[src/design/fmd_pkg.sv]
`default_nettype none

package fmd_pkg;

    // Field widths of the request and result items
    localparam int FUNC_W    = 2;
    localparam int TREE_ID_W = 7;
    localparam int POINT_W   = 12;
    localparam int NODE_W    = 9;
    localparam int MASS_W    = 13;
    localparam int MSUM_W    = 20;
    localparam int SCORE_W   = 16;

    // Configuration register widths
    localparam int TCNT_W = 8;
    localparam int PCNT_W = 13;
    localparam int MU_W   = 16;
    localparam int CFG_IDX_W  = 2;
    localparam int CFG_DATA_W = 16;

    // Internal datapath widths
    localparam int SUM_W  = MASS_W + TCNT_W;
    localparam int DEN_W  = TCNT_W + PCNT_W;
    localparam int ALU_W  = DEN_W + 1;
    localparam int STEP_W = 4;

    // Request function codes
    localparam logic [FUNC_W-1:0] FUNC_LEAF  = 2'd0;
    localparam logic [FUNC_W-1:0] FUNC_MASS  = 2'd1;
    localparam logic [FUNC_W-1:0] FUNC_QUERY = 2'd2;

    // Configuration register indexes
    localparam logic [CFG_IDX_W-1:0] CFG_TREE_COUNT   = 2'd0;
    localparam logic [CFG_IDX_W-1:0] CFG_POINT_COUNT  = 2'd1;
    localparam logic [CFG_IDX_W-1:0] CFG_MU_THRESHOLD = 2'd2;

    typedef struct packed {
        logic [FUNC_W-1:0]    func;
        logic [TREE_ID_W-1:0] tree_id;
        logic [POINT_W-1:0]   point_a;
        logic [POINT_W-1:0]   point_b;
        logic [NODE_W-1:0]    node_id;
        logic [MASS_W-1:0]    mass_value;
    } in_item_t;

    typedef struct packed {
        logic [MSUM_W-1:0]  mass_sum;
        logic [SCORE_W-1:0] score;
        logic               below_threshold;
    } out_item_t;

    typedef enum logic {
        ALU_ADD,
        ALU_SUB
    } alu_op_t;

    typedef struct packed {
        logic carry;
        logic zero;
    } alu_flags_t;

    typedef enum logic [3:0] {
        ST_IDLE,
        ST_WRAP_A,
        ST_WRAP_B,
        ST_LEAF_A,
        ST_LEAF_B,
        ST_LOAD,
        ST_CLIMB,
        ST_ACC,
        ST_DIV_CHK,
        ST_DIV,
        ST_MU_CMP,
        ST_FINISH
    } state_t;

endpackage

`default_nettype wire

[src/design/fmd_alu.sv]
`default_nettype none

module fmd_alu (
    input  wire fmd_pkg::alu_op_t              op,
    input  wire logic [fmd_pkg::ALU_W-1:0]     a,
    input  wire logic [fmd_pkg::ALU_W-1:0]     b,
    output logic      [fmd_pkg::ALU_W-1:0]     result,
    output fmd_pkg::alu_flags_t                flags
);

    import fmd_pkg::*;

    logic [ALU_W:0] full;

    // Add, or subtract with carry meaning a >= b
    always_comb
    begin
        unique case (op)
            ALU_ADD: full = {1'b0, a} + {1'b0, b};
            ALU_SUB: full = {1'b0, a} + {1'b0, ~b} + (ALU_W + 1)'(1);
        endcase
    end

    assign result      = full[ALU_W-1:0];
    assign flags.carry = full[ALU_W];
    assign flags.zero  = (full[ALU_W-1:0] == '0);

endmodule

`default_nettype wire

[config.mk]
export PLATFORM = sky130hd
export DESIGN_NAME = fmd_alu
export DESIGN_NICKNAME = d
export VERILOG_FILES = /design/src/design/fmd_pkg.sv /design/src/design/fmd_alu.sv
export SDC_FILE = /design/constraint.sdc
export NUM_CORES = 1
export LEC_CHECK = 0
export ABC_CLOCK_PERIOD_IN_PS = 9600
export CORE_MARGIN = 2
export CORE_UTILIZATION = 52
export DETAILED_ROUTE_END_ITERATION = 8
export DONT_BUFFER_PORTS = 1
export MAX_ROUTING_LAYER = met4
export PLACE_DENSITY = 0.66
export SYNTH_ARGS = -nofsm -noshare
export SYNTH_HDL_FRONTEND = slang
export SYNTH_SLANG_ARGS = --single-unit
[constraint.sdc]
create_clock -name vclk -period 9.6
set_input_delay 0.48 -clock vclk [all_inputs]
set_output_delay 0.48 -clock vclk [all_outputs]
set_load 0.01 [all_outputs]
==> impl_metrics.ini <==
[logic_synthesis]
post_synth.cell_area_avg_um2 = 6.71
synth_cell_type_count = 55
mappedNetlistNets = 451
yosysWarnings = 0
synth-seq-area-share_pct = 0
synthesis.area_um2 = 2420
syn_inst = 360

[die]
fp.coreArea_um2 = 4410
die_h_um = 72.2
fp.dieW_um = 72.2
die_area_um2 = 5210
start_util_pct = 54.7
io_pins = 69
num_rows = 24

[hold_path]
hp-start = op
holdPathEnd = result[1]
hp-class = in -> out
whs_path_depth = 1

[layout]
area.sequential_um2 = 0
antenna_cells = 0
seq_cells = 0
area_growth_pct = -0.362
drive_above_1_share_pct = 1.75
fin_nets = 435
fin_cells = 394
nClkBuffers = 0

[grt]
grt_start_max_net_pins = 57
grtUsageTotal_pct = 24.3
grt_pass1_vias = 2309
grt_pass1_wl_um = 10400
grt_overflow = 0
antenna_found_initial = 0

[setup_path]
worstPathRequired_ps = 9120
crit_cells = 13
crit_slowest_cell = or4b_1
critical_path_class = in -> out
critPathLaunch = a[0]
cp_cell_sequence = inv_1 -> ha_1 -> fa_1 -> nor2b_4 -> o31a_1 -> o22ai_2 -> a22oi_2 -> xnor2_1 -> or4b_1 -> and4bb_1 -> or4b_1 -> nor4_1 -> nor4b_2
start_kind = primary input
cp.arrival_ps = 3950
path_max_fanout = 3
cpPeakStageDelay_ps = 580
cp_top_family = simple AND/OR/NAND/NOR gates
path_buf_inv = 1
critPathCaptureType = output pin
crit_path_frequent_cell = or4b_1

[timing]
setup_viol = 0
final-max-slew-violation-count = 0
relSlewSlack_pct = 54.8
tightest_slew_ps = 661
finalHoldViolations = 0
setup_ws_ps = 5170
rsz0062_at_grt = false
fin_setup_tns_ps = 0
fin_crit_ps = 4430
clock.fmax_mhz = 226
post-route-period-util_pct = 46.1

[route]
routed_via_density = 6.48
vias = 2554
drc = 0
postRouteAntennaNets = 0
first_iter_violations = 216
dr.pass1.iters = 4
wl_per_cell_um = 16.1
drt-total-wl_um = 6340

[placement]
dp_hpwl_um = 5300
dp.cells = 394
finalWeightedCongestion = 0.932
place_ws_ps = 5220
portBuffers = 0

[status]
status = finished, final reports clean

[power]
powerDensity_nw_per_um2 = 67.1
peakVddDrop_mv = 0.0241
power.leakage_nw = 1.09
fin_total_pwr_mw = 0.162

[clocking]
cts_resized = 0
holdBufCountCts = 0
post-cts-setup-buffers = 0

[run]
drv_cap = 0
power by group:
part / internal (mW) / switching, mW
clock network: 0 / 0
registers: 0 / 0
logic: 0.0593 / 0.102
per-layer routing:
| metal | GRT usage (%) | wire length [µm] |
|---|---|---|
| met1 | 37.1 | 3020 |
| met2 | 37.1 | 2860 |
| met3 | 0.833 | 445 |
| met4 | 1.05 | 7 |
| met5 | - | 0 |
worst max path at each step:
stage	to	slack, ps
global route	flags[0]	4840
finish	flags[0]	5170
CTS	flags[0]	5180
floorplan	flags[0]	5550
detailed placement	flags[0]	5220
global placement	flags[0]	5230
cell type report:
type / instances / area, µm²
well taps: 52 / 65.1
fillers: 465 / 2010
multi-input cells: 301 / 2190
inverters: 41 / 154
cell usage after synthesis (4+ instances only):
cell | count | area (µm²)
ha_1 | 44 | 551
inv_1 | 41 | 154
a21oi_1 | 39 | 195
nor2_1 | 29 | 109
o21ai_0 | 18 | 90.1
nand2_1 | 17 | 63.8
clkbuf_1 | 11 | 41.3
xnor2_1 | 11 | 96.3
nor3_1 | 10 | 50.1
nand3_1 | 9 | 45.0
o211ai_1 | 9 | 67.6
nor2b_1 | 8 | 50.1
a211oi_1 | 7 | 52.6
o21bai_1 | 7 | 52.6
xor2_1 | 7 | 61.3
nand2b_1 | 6 | 37.5
buf_2 | 5 | 25.0
or3_1 | 5 | 31.3
a21o_1 | 4 | 30.0
nor3b_1 | 4 | 30.0
o21a_1 | 4 | 30.0
o31a_1 | 4 | 35.0
o31ai_1 | 4 | 30.0
or4_1 | 4 | 30.0
per-stage QoR:
| step | cell area [µm²] | hold slack [ps] | util, % |
|---|---|---|---|
| global route | 2410 | 1070 | 54.5 |
| CTS | 2410 | 1070 | 54.5 |
| floorplan | 2420 | 1120 | - |
| finish | 2410 | 1070 | 54.5 |
| detailed placement | 2410 | 1070 | 54.5 |
| global placement | 2410 | 1060 | 54.5 |
kinds of logic after synthesis:
group           Yosys count  synth area share [%]
xor+xnor                 18                  6.53
mux                       2                 0.829
simple gates            111                  25.0
buf+inv                  59                  9.43
compound gates          124                  33.8
fa+ha+maj                46                  24.4
placed cells by master (no fill, tap or decap), types with 4 or more instances in the layout:
cell / netlist / routed
a21oi_1: 39 / 39
o211ai_1: 9 / 9
nand2b_1: 6 / 6
xor2_1: 7 / 7
a21o_1: 4 / 4
ha_1: 44 / 44
o21ai_0: 18 / 18
nor3_1: 10 / 10
xnor2_1: 11 / 11
o21bai_1: 7 / 7
or3_1: 5 / 5
nor3b_1: 4 / 4
o31ai_1: 4 / 4
o21a_1: 4 / 4
inv_1: 41 / 41
or4_1: 4 / 4
nand2_1: 17 / 17
nand3_1: 9 / 9
nor2b_1: 8 / 8
nor2_1: 29 / 29
a211oi_1: 7 / 7
o31a_1: 4 / 4
Note: power is estimated with default switching activity, not from simulation.
